===== config.mk =====
export PLATFORM = sky130hd
export DESIGN_NAME = vgn_core
export DESIGN_NICKNAME = d
export VERILOG_FILES = /design/src/hw/rtl/vgn_pkg.sv /design/src/hw/rtl/vgn_alu.sv /design/src/hw/rtl/vgn_core.sv
export SDC_FILE = /design/constraint.sdc
export NUM_CORES = 2
export LEC_CHECK = 0
export BUFFER_PORTS_ARGS = -buffer_cell sky130_fd_sc_hd__buf_2
export CORE_ASPECT_RATIO = 1.25
export CORE_MARGIN = 1
export CORE_UTILIZATION = 39
export DETAILED_ROUTE_END_ITERATION = 8
export HOLD_SLACK_MARGIN = 0.02
export SETUP_SLACK_MARGIN = 0.5
export SLEW_MARGIN = 25
export SYNTH_ARGS = -nofsm -noshare
export SYNTH_HDL_FRONTEND = slang
export SYNTH_HIERARCHICAL = 1
export SYNTH_SLANG_ARGS = --single-unit

===== constraint.sdc =====
create_clock -name clk -period 16.09 [get_ports clk]
set_input_delay 0.8045 -clock clk [delete_from_list [all_inputs] [get_ports clk]]
set_output_delay 0.8045 -clock clk [all_outputs]
set_load 0.02 [all_outputs]

===== src/hw/rtl/vgn_pkg.sv =====
package vgn_pkg;

    localparam int SAMPLE_W  = 16;
    localparam int SIZE_W    = 9;
    localparam int POS_W     = 8;
    localparam int PLANE_W   = 9;
    localparam int ADDR_W    = 1 + 2 * POS_W;
    localparam int MEM_DEPTH = 1 << ADDR_W;
    localparam int DIFF_W    = SAMPLE_W + 1;
    localparam int GRAD_W    = 33;
    localparam int SUM_W     = 34;
    localparam int ROOT_W    = 63;
    localparam int QUOT_W    = 31;
    localparam int REM_W     = 32;
    localparam int PREC_SH   = 14;
    localparam int TDATA_W   = 104;
    localparam int NUM_TAPS  = 6;

    localparam logic [SIZE_W-1:0] MAX_X = 9'd256;
    localparam logic [SIZE_W-1:0] MAX_Y = 9'd256;
    localparam logic [SIZE_W-1:0] MAX_Z = 9'd256;

    localparam logic [1:0] REG_X_SIZE = 2'd0;
    localparam logic [1:0] REG_Y_SIZE = 2'd1;
    localparam logic [1:0] REG_Z_SIZE = 2'd2;
    localparam logic [1:0] REG_FORMAT = 2'd3;

    localparam logic [1:0] FMT_BYTE = 2'd0;
    localparam logic [1:0] FMT_HALF = 2'd1;
    localparam logic [1:0] FMT_WORD = 2'd2;
    localparam logic [1:0] FMT_RAW  = 2'd3;

    localparam logic OP_SAMPLE = 1'b0;
    localparam logic OP_FLUSH  = 1'b1;

    localparam logic [31:0] SCALE_BYTE = 32'd127;
    localparam logic [31:0] SCALE_HALF = 32'd32767;
    localparam logic [31:0] SCALE_WORD = 32'd2147483647;

    typedef enum logic [1:0] {
        T_IDLE,
        T_READ,
        T_CALC,
        T_OUT
    } top_state_t;

    typedef enum logic [2:0] {
        C_IDLE,
        C_SQ,
        C_RINIT,
        C_SQRT,
        C_DINIT,
        C_DIV,
        C_SCALE,
        C_DONE
    } core_state_t;

    typedef struct packed {
        logic       start;
        logic [1:0] fmt;
    } core_req_t;

    function automatic logic [SIZE_W-1:0] eff_size(input logic [SIZE_W-1:0] v,
                                                   input logic [SIZE_W-1:0] max);
        logic [SIZE_W-1:0] r;
        if (v == '0)
            r = SIZE_W'(1);
        else if (v > max)
            r = max;
        else
            r = v;
        return r;
    endfunction

endpackage


===== src/hw/rtl/vgn_alu.sv =====
module vgn_alu (
    input  logic [vgn_pkg::ROOT_W-1:0] a,
    input  logic [vgn_pkg::ROOT_W-1:0] b,
    output logic [vgn_pkg::ROOT_W-1:0] diff,
    output logic                       ge
);
    import vgn_pkg::*;

    logic [ROOT_W:0] full;

    // one subtractor: borrow out decides the compare
    assign full = {1'b0, a} - {1'b0, b};
    assign diff = full[ROOT_W-1:0];
    assign ge   = ~full[ROOT_W];

endmodule


===== src/hw/rtl/vgn_core.sv =====
module vgn_core (
    input  logic                              clk,
    input  logic                              rst_n,
    input  vgn_pkg::core_req_t                req,
    input  logic signed [vgn_pkg::DIFF_W-1:0] dx,
    input  logic signed [vgn_pkg::DIFF_W-1:0] dy,
    input  logic signed [vgn_pkg::DIFF_W-1:0] dz,
    output logic                              done,
    output logic        [vgn_pkg::GRAD_W-1:0] gx,
    output logic        [vgn_pkg::GRAD_W-1:0] gy,
    output logic        [vgn_pkg::GRAD_W-1:0] gz
);
    import vgn_pkg::*;

    core_state_t       state_reg, state_next;
    logic [DIFF_W-1:0] d_reg [0:2];
    logic [1:0]        fmt_reg;
    logic [1:0]        idx_reg;
    logic [4:0]        cnt_reg;
    logic [SUM_W-1:0]  l_reg;
    logic [ROOT_W-1:0] v_reg;
    logic [ROOT_W-1:0] r_reg;
    logic [REM_W-1:0]  rem_reg;
    logic [QUOT_W-1:0] q_reg;
    logic              zero_reg;
    logic [GRAD_W-1:0] res_reg [0:2];

    logic [DIFF_W-1:0] cur_d, neg_d;
    logic [15:0]       mag;
    logic              neg;
    logic [ROOT_W-1:0] bit_val, alu_a, alu_b, alu_diff;
    logic              alu_ge;
    logic [31:0]       mul_a, mul_b, scale, q_ext, qq;
    logic [63:0]       prod;
    logic [QUOT_W-1:0] qv;
    logic [GRAD_W-1:0] raw, result;

    assign cur_d   = d_reg[idx_reg];
    assign neg_d   = -cur_d;
    assign neg     = cur_d[DIFF_W-1];
    assign mag     = neg ? neg_d[15:0] : cur_d[15:0];
    assign bit_val = ROOT_W'(1) << {cnt_reg, 1'b0};
    assign qv      = zero_reg ? '0 : q_reg;
    assign q_ext   = {1'b0, qv};
    assign qq      = neg ? 32'h4000_0000 - q_ext : 32'h4000_0000 + q_ext;
    assign raw     = neg ? -GRAD_W'(qv) : GRAD_W'(qv);

    always_comb
    begin
        case (fmt_reg)
            FMT_BYTE: scale = SCALE_BYTE;
            FMT_HALF: scale = SCALE_HALF;
            default:  scale = SCALE_WORD;
        endcase
    end

    always_comb
    begin
        if (state_reg == C_SQRT)
        begin
            alu_a = v_reg;
            alu_b = r_reg + bit_val;
        end
        else
        begin
            alu_a = ROOT_W'({rem_reg, 1'b0});
            alu_b = ROOT_W'(r_reg[31:0]);
        end
    end

    vgn_alu u_alu (
        .a    (alu_a),
        .b    (alu_b),
        .diff (alu_diff),
        .ge   (alu_ge)
    );

    always_comb
    begin
        if (state_reg == C_SQ)
        begin
            mul_a = 32'(mag);
            mul_b = 32'(mag);
        end
        else
        begin
            mul_a = scale;
            mul_b = qq;
        end
    end

    assign prod   = mul_a * mul_b;
    assign result = (fmt_reg == FMT_RAW) ? raw : prod[62:30];

    always_ff @(posedge clk or negedge rst_n)
    begin
        if (!rst_n)
        begin
            state_reg <= C_IDLE;
        end
        else
        begin
            state_reg <= state_next;
        end
    end

    always_comb
    begin
        state_next = state_reg;
        case (state_reg)
            C_IDLE:  if (req.start) state_next = C_SQ;
            C_SQ:    if (idx_reg == 2'd2) state_next = C_RINIT;
            C_RINIT: state_next = C_SQRT;
            C_SQRT:  if (cnt_reg == '0) state_next = C_DINIT;
            C_DINIT: state_next = C_DIV;
            C_DIV:   if (cnt_reg == '0) state_next = C_SCALE;
            C_SCALE: state_next = (idx_reg == 2'd2) ? C_DONE : C_DINIT;
            C_DONE:  state_next = C_IDLE;
            default: state_next = C_IDLE;
        endcase
    end

    always_ff @(posedge clk)
    begin
        case (state_reg)
            C_IDLE:
            begin
                d_reg[0] <= dx;
                d_reg[1] <= dy;
                d_reg[2] <= dz;
                fmt_reg  <= req.fmt;
                idx_reg  <= 2'd0;
                l_reg    <= '0;
            end
            C_SQ:
            begin
                l_reg   <= l_reg + prod[SUM_W-1:0];
                idx_reg <= (idx_reg == 2'd2) ? 2'd0 : idx_reg + 2'd1;
            end
            C_RINIT:
            begin
                v_reg    <= {1'b0, l_reg, 28'b0};
                r_reg    <= '0;
                cnt_reg  <= 5'd31;
                zero_reg <= (l_reg == '0);
            end
            C_SQRT:
            begin
                if (alu_ge)
                begin
                    v_reg <= alu_diff;
                    r_reg <= (r_reg >> 1) + bit_val;
                end
                else
                begin
                    r_reg <= r_reg >> 1;
                end
                cnt_reg <= cnt_reg - 5'd1;
            end
            C_DINIT:
            begin
                rem_reg <= REM_W'({mag, 13'b0});
                q_reg   <= '0;
                cnt_reg <= 5'd30;
            end
            C_DIV:
            begin
                rem_reg <= alu_ge ? alu_diff[REM_W-1:0] : {rem_reg[REM_W-2:0], 1'b0};
                q_reg   <= {q_reg[QUOT_W-2:0], alu_ge};
                cnt_reg <= cnt_reg - 5'd1;
            end
            C_SCALE:
            begin
                res_reg[idx_reg] <= result;
                idx_reg          <= idx_reg + 2'd1;
            end
            default:
            begin
            end
        endcase
    end

    assign done = (state_reg == C_DONE);
    assign gx   = res_reg[0];
    assign gy   = res_reg[1];
    assign gz   = res_reg[2];

endmodule


==> impl_metrics.prom <==
# TYPE chip_impl_metric gauge
chip_impl_info{name="worst_setup_path_start_kind",value="flop"} 1
chip_impl_metric{name="critPathMaxStageDelay",unit="ps"} 960
chip_impl_metric{name="slew_headroom",unit=""} 0.266
chip_impl_metric{name="finalCritPeriodShare",unit=""} 0.752
chip_impl_info{name="tritoncts",value="built"} 1
chip_impl_metric{name="clock_tree.buffer_depth",unit=""} 3
chip_impl_metric{name="coreArea",unit="um^2"} 135000
chip_impl_metric{name="initial_core_util",unit=""} 0.393
chip_impl_metric{name="holdWs",unit="ps"} 365
chip_impl_metric{name="cts_inserted_buffers",unit=""} 42
chip_impl_metric{name="routed-via-count",unit=""} 41032
chip_impl_metric{name="wire_per_inst",unit="um"} 20.9
chip_impl_metric{name="critical_path_depth",unit=""} 36
chip_impl_metric{name="synth.yosys.seq_area_share",unit=""} 0.218
chip_impl_metric{name="die_h",unit="um"} 415
chip_impl_metric{name="syn_to_final_growth",unit="%"} 7.61
chip_impl_metric{name="r2r_slack",unit="ps"} 3990
chip_impl_metric{name="total_grt_overflow",unit=""} 0
chip_impl_info{name="clk_root_buffer_cell",value="sky130_fd_sc_hd__clkbuf_16"} 1
chip_impl_info{name="crit_top_cell",value="sky130_fd_sc_hd__fa_1"} 1
chip_impl_metric{name="post_synth_instance_area",unit="um^2"} 53200
chip_impl_metric{name="max_cap_violations",unit=""} 0
chip_impl_metric{name="clock-skew-final",unit="ps"} 53.7
chip_impl_metric{name="totalPowerFinal",unit="mW"} 2.10
chip_impl_metric{name="synth_cell_type_count",unit=""} 110
chip_impl_metric{name="grt_start_max_net_pins",unit=""} 89
chip_impl_metric{name="mappedNetlistNets",unit=""} 7012
chip_impl_metric{name="worst_ir_drop_vdd",unit="V"} 0.0000690
chip_impl_metric{name="syn-mean-instance-area",unit="um^2"} 9.15
chip_impl_metric{name="htree_levels",unit=""} 2
chip_impl_metric{name="hold_path_depth",unit=""} 1
chip_impl_metric{name="final-hold-violation-count",unit=""} 0
chip_impl_metric{name="final_nets",unit=""} 7044
chip_impl_metric{name="setup_viol_count_final",unit=""} 0
chip_impl_info{name="layout_common_cells",value="845 x sky130_fd_sc_hd__inv_1, 769 x sky130_fd_sc_hd__nand2_1, 719 x sky130_fd_sc_hd__fa_1, 583 x sky130_fd_sc_hd__nor2_1, 418 x sky130_fd_sc_hd__ha_1"} 1
chip_impl_metric{name="ys_seq_elements",unit=""} 388
chip_impl_metric{name="post_detailed_route_via_to_cell_ratio",unit=""} 5.37
chip_impl_metric{name="final_layout_size_suffix_gt1_frac",unit=""} 0.0690
chip_impl_metric{name="insertion_delay",unit="ps"} 610
chip_impl_metric{name="clock_sink_count",unit=""} 388
chip_impl_metric{name="final-instance-count-excl-fill",unit=""} 7644
chip_impl_metric{name="placed_wire_length_estimate_after_detailed_placement",unit="um"} 130000
chip_impl_metric{name="final_routed_wirelength",unit="um"} 159000
chip_impl_metric{name="first_pass_grt_wire_length",unit="um"} 249000
chip_impl_metric{name="worst_r2r_path_depth",unit=""} 36
chip_impl_metric{name="clock_pin_slew_on_the_worst_setup_and_hold_paths",unit="ps"} 70
chip_impl_metric{name="worstMarginPinSlew",unit="ps"} 1090
chip_impl_metric{name="die_x",unit="um"} 332
chip_impl_info{name="rsz0062_at_grt",value="no"} 1
chip_impl_metric{name="global_route.usage.total",unit=""} 0.232
chip_impl_info{name="setup.worst_path.class",value="flop to flop"} 1
chip_impl_metric{name="synth_edf_count",unit=""} 383
chip_impl_metric{name="yosysWarningCount",unit=""} 6
chip_impl_metric{name="design.portCount",unit=""} 156
chip_impl_metric{name="critPathBufInv",unit=""} 5
chip_impl_metric{name="first_global_vias",unit=""} 43301
chip_impl_metric{name="syn_inst",unit=""} 5819
chip_impl_info{name="worst_path_dominant_cell_family",value="compound AO/OA/AOI/OAI gates"} 1
chip_impl_metric{name="fin_setup_tns",unit="ps"} 0
chip_impl_metric{name="post-route-drc-count",unit=""} 0
chip_impl_metric{name="power.leakage",unit="nW"} 27.1
chip_impl_info{name="layout.cells.most_common",value="sky130_fd_sc_hd__inv_1"} 1
chip_impl_info{name="endpoint_kind",value="flop"} 1
chip_impl_info{name="run_status",value="finished clean"} 1
chip_impl_metric{name="antenna_left",unit=""} 0
chip_impl_metric{name="synthArstFlopShare",unit=""} 0.00773
chip_impl_metric{name="ctsResizeCount",unit=""} 0
chip_impl_metric{name="number_of_slew_limit_violations_in_the_final_report",unit=""} 0
chip_impl_metric{name="drt_pre_antenna_iters",unit=""} 6
chip_impl_metric{name="power-per-cell-area",unit="nW/um^2"} 36.6
chip_impl_metric{name="largest_register_ff_count",unit=""} 99
chip_impl_metric{name="gp_congestion",unit=""} 0.956
chip_impl_metric{name="die_footprint",unit="um^2"} 138000
chip_impl_metric{name="clock.fmax",unit="GHz"} 0.0826
chip_impl_metric{name="postLayoutCoreUtil",unit=""} 0.423
chip_impl_metric{name="port_buffers",unit=""} 155
chip_impl_info{name="critPathSlowestCell",value="sky130_fd_sc_hd__dfxtp_1"} 1
chip_impl_metric{name="drt_iter0_markers",unit=""} 2656
chip_impl_metric{name="rows",unit=""} 151
chip_impl_info{name="worstHoldPathType",value="input port to flop"} 1
chip_impl_metric{name="layout_min_cycle_time",unit="ps"} 12100
chip_impl_info{name="synth_flop_cell",value="sky130_fd_sc_hd__edfxtp_1"} 1
chip_impl_metric{name="place_inst",unit=""} 7565
chip_impl_metric{name="required",unit="ps"} 16380
chip_impl_metric{name="grt_antenna_before_repair",unit=""} 3
chip_impl_metric{name="arrival_time_at_the_worst_endpoint",unit="ps"} 12390
chip_impl_metric{name="critical_path.max_fanout",unit=""} 42
## metrics by stage
step	worst slack, ps	area [um^2]
finish	3990	57300
global route	3150	57300
CTS	4040	57300
detailed placement	4120	55900
global placement	4310	55900
floorplan	4900	53200
## report_power, final
group,total (mW),switching (mW),internal (mW),leakage (nW)
Sequential,1.09,0,1.09,3.66
Combinational,0.0113,0.00643,0.00489,22.8
Clock,0.989,0.451,0.538,0.673
## Yosys cell counts, types with 12 or more instances
cell type / instances / area share
sky130_fd_sc_hd__nand4_1: 66 / 0.0078
sky130_fd_sc_hd__nor3_1: 55 / 0.0052
sky130_fd_sc_hd__o21ai_1: 28 / 0.0026
sky130_fd_sc_hd__o21a_1: 32 / 0.0045
sky130_fd_sc_hd__edfxtp_1: 383 / 0.22
sky130_fd_sc_hd__nand3_1: 53 / 0.0050
sky130_fd_sc_hd__a21boi_0: 15 / 0.0021
sky130_fd_sc_hd__o31ai_1: 15 / 0.0021
sky130_fd_sc_hd__nand2_1: 772 / 0.054
sky130_fd_sc_hd__o211ai_1: 14 / 0.0020
sky130_fd_sc_hd__o21bai_1: 33 / 0.0047
sky130_fd_sc_hd__fa_1: 719 / 0.27
sky130_fd_sc_hd__nand2b_1: 57 / 0.0067
sky130_fd_sc_hd__buf_2: 33 / 0.0031
sky130_fd_sc_hd__nor4_1: 20 / 0.0024
sky130_fd_sc_hd__a21oi_1: 295 / 0.028
sky130_fd_sc_hd__ha_1: 418 / 0.098
sky130_fd_sc_hd__and3_1: 119 / 0.014
sky130_fd_sc_hd__a21o_1: 81 / 0.011
sky130_fd_sc_hd__a31oi_1: 68 / 0.0080
sky130_fd_sc_hd__a31o_2: 15 / 0.0025
sky130_fd_sc_hd__and2_1: 54 / 0.0063
sky130_fd_sc_hd__xor2_1: 157 / 0.026
sky130_fd_sc_hd__o21ai_0: 194 / 0.018
sky130_fd_sc_hd__inv_1: 845 / 0.060
sky130_fd_sc_hd__mux2i_1: 59 / 0.011
sky130_fd_sc_hd__xnor2_1: 137 / 0.023
sky130_fd_sc_hd__or2_2: 18 / 0.0021
sky130_fd_sc_hd__nor2b_1: 45 / 0.0053
sky130_fd_sc_hd__or3_1: 12 / 0.0014
sky130_fd_sc_hd__clkbuf_1: 189 / 0.013
sky130_fd_sc_hd__nor2_1: 587 / 0.041
sky130_fd_sc_hd__a211oi_1: 38 / 0.0054
## cell families after synthesis
| family | synth area share |
|---|---|
| compound gates | 0.115 |
| xor+xnor | 0.0484 |
| fa+ha+maj | 0.369 |
| buf+inv | 0.0779 |
| flops | 0.218 |
| mux | 0.0124 |
| simple gates | 0.159 |
## timing repair
action | 4_1_cts | 5_1_grt
setup buffers | 0 | 0
hold buffers | 1 | 0
hold endpoints to repair | 3 | 0
setup endpoints to repair | 0 | 0
## path summary, 6_finish.rpt
path	start	endpoint
min in group asynchronous	rst_n	state_reg[2]
worst max register to register	flop	l_reg[30]
worst min register to register	idx_reg[0]	flop
worst min-delay path	dz[15]	d_reg[2][15]
worst max-delay path	flop	l_reg[30]
max in group asynchronous	rst_n	state_reg[0]
## metal layers
metal,part of all wire,global-route usage,vias up
met5,0.00013,0,-
met4,0.061,0.124,4
met1,0.39,0.268,20409
met2,0.51,0.422,1027
li1,-,-,19205
met3,0.038,0.0202,387
## final cells by class
| cell class | instances | area [um^2] |
|---|---|---|
| Tap cell | 1759 | 2200 |
| Multi-Input combinational cell | 4347 | 37600 |
| Clock inverter | 32 | 318 |
| Fill cell | 13489 | 78200 |
| Antenna cell | 1 | 2.50 |
| Clock buffer | 45 | 1060 |
| Sequential cell | 388 | 11600 |
| Inverter | 848 | 3190 |
| Timing Repair Buffer | 224 | 1300 |
No activity file was read; power rests on OpenSTA's default activity.
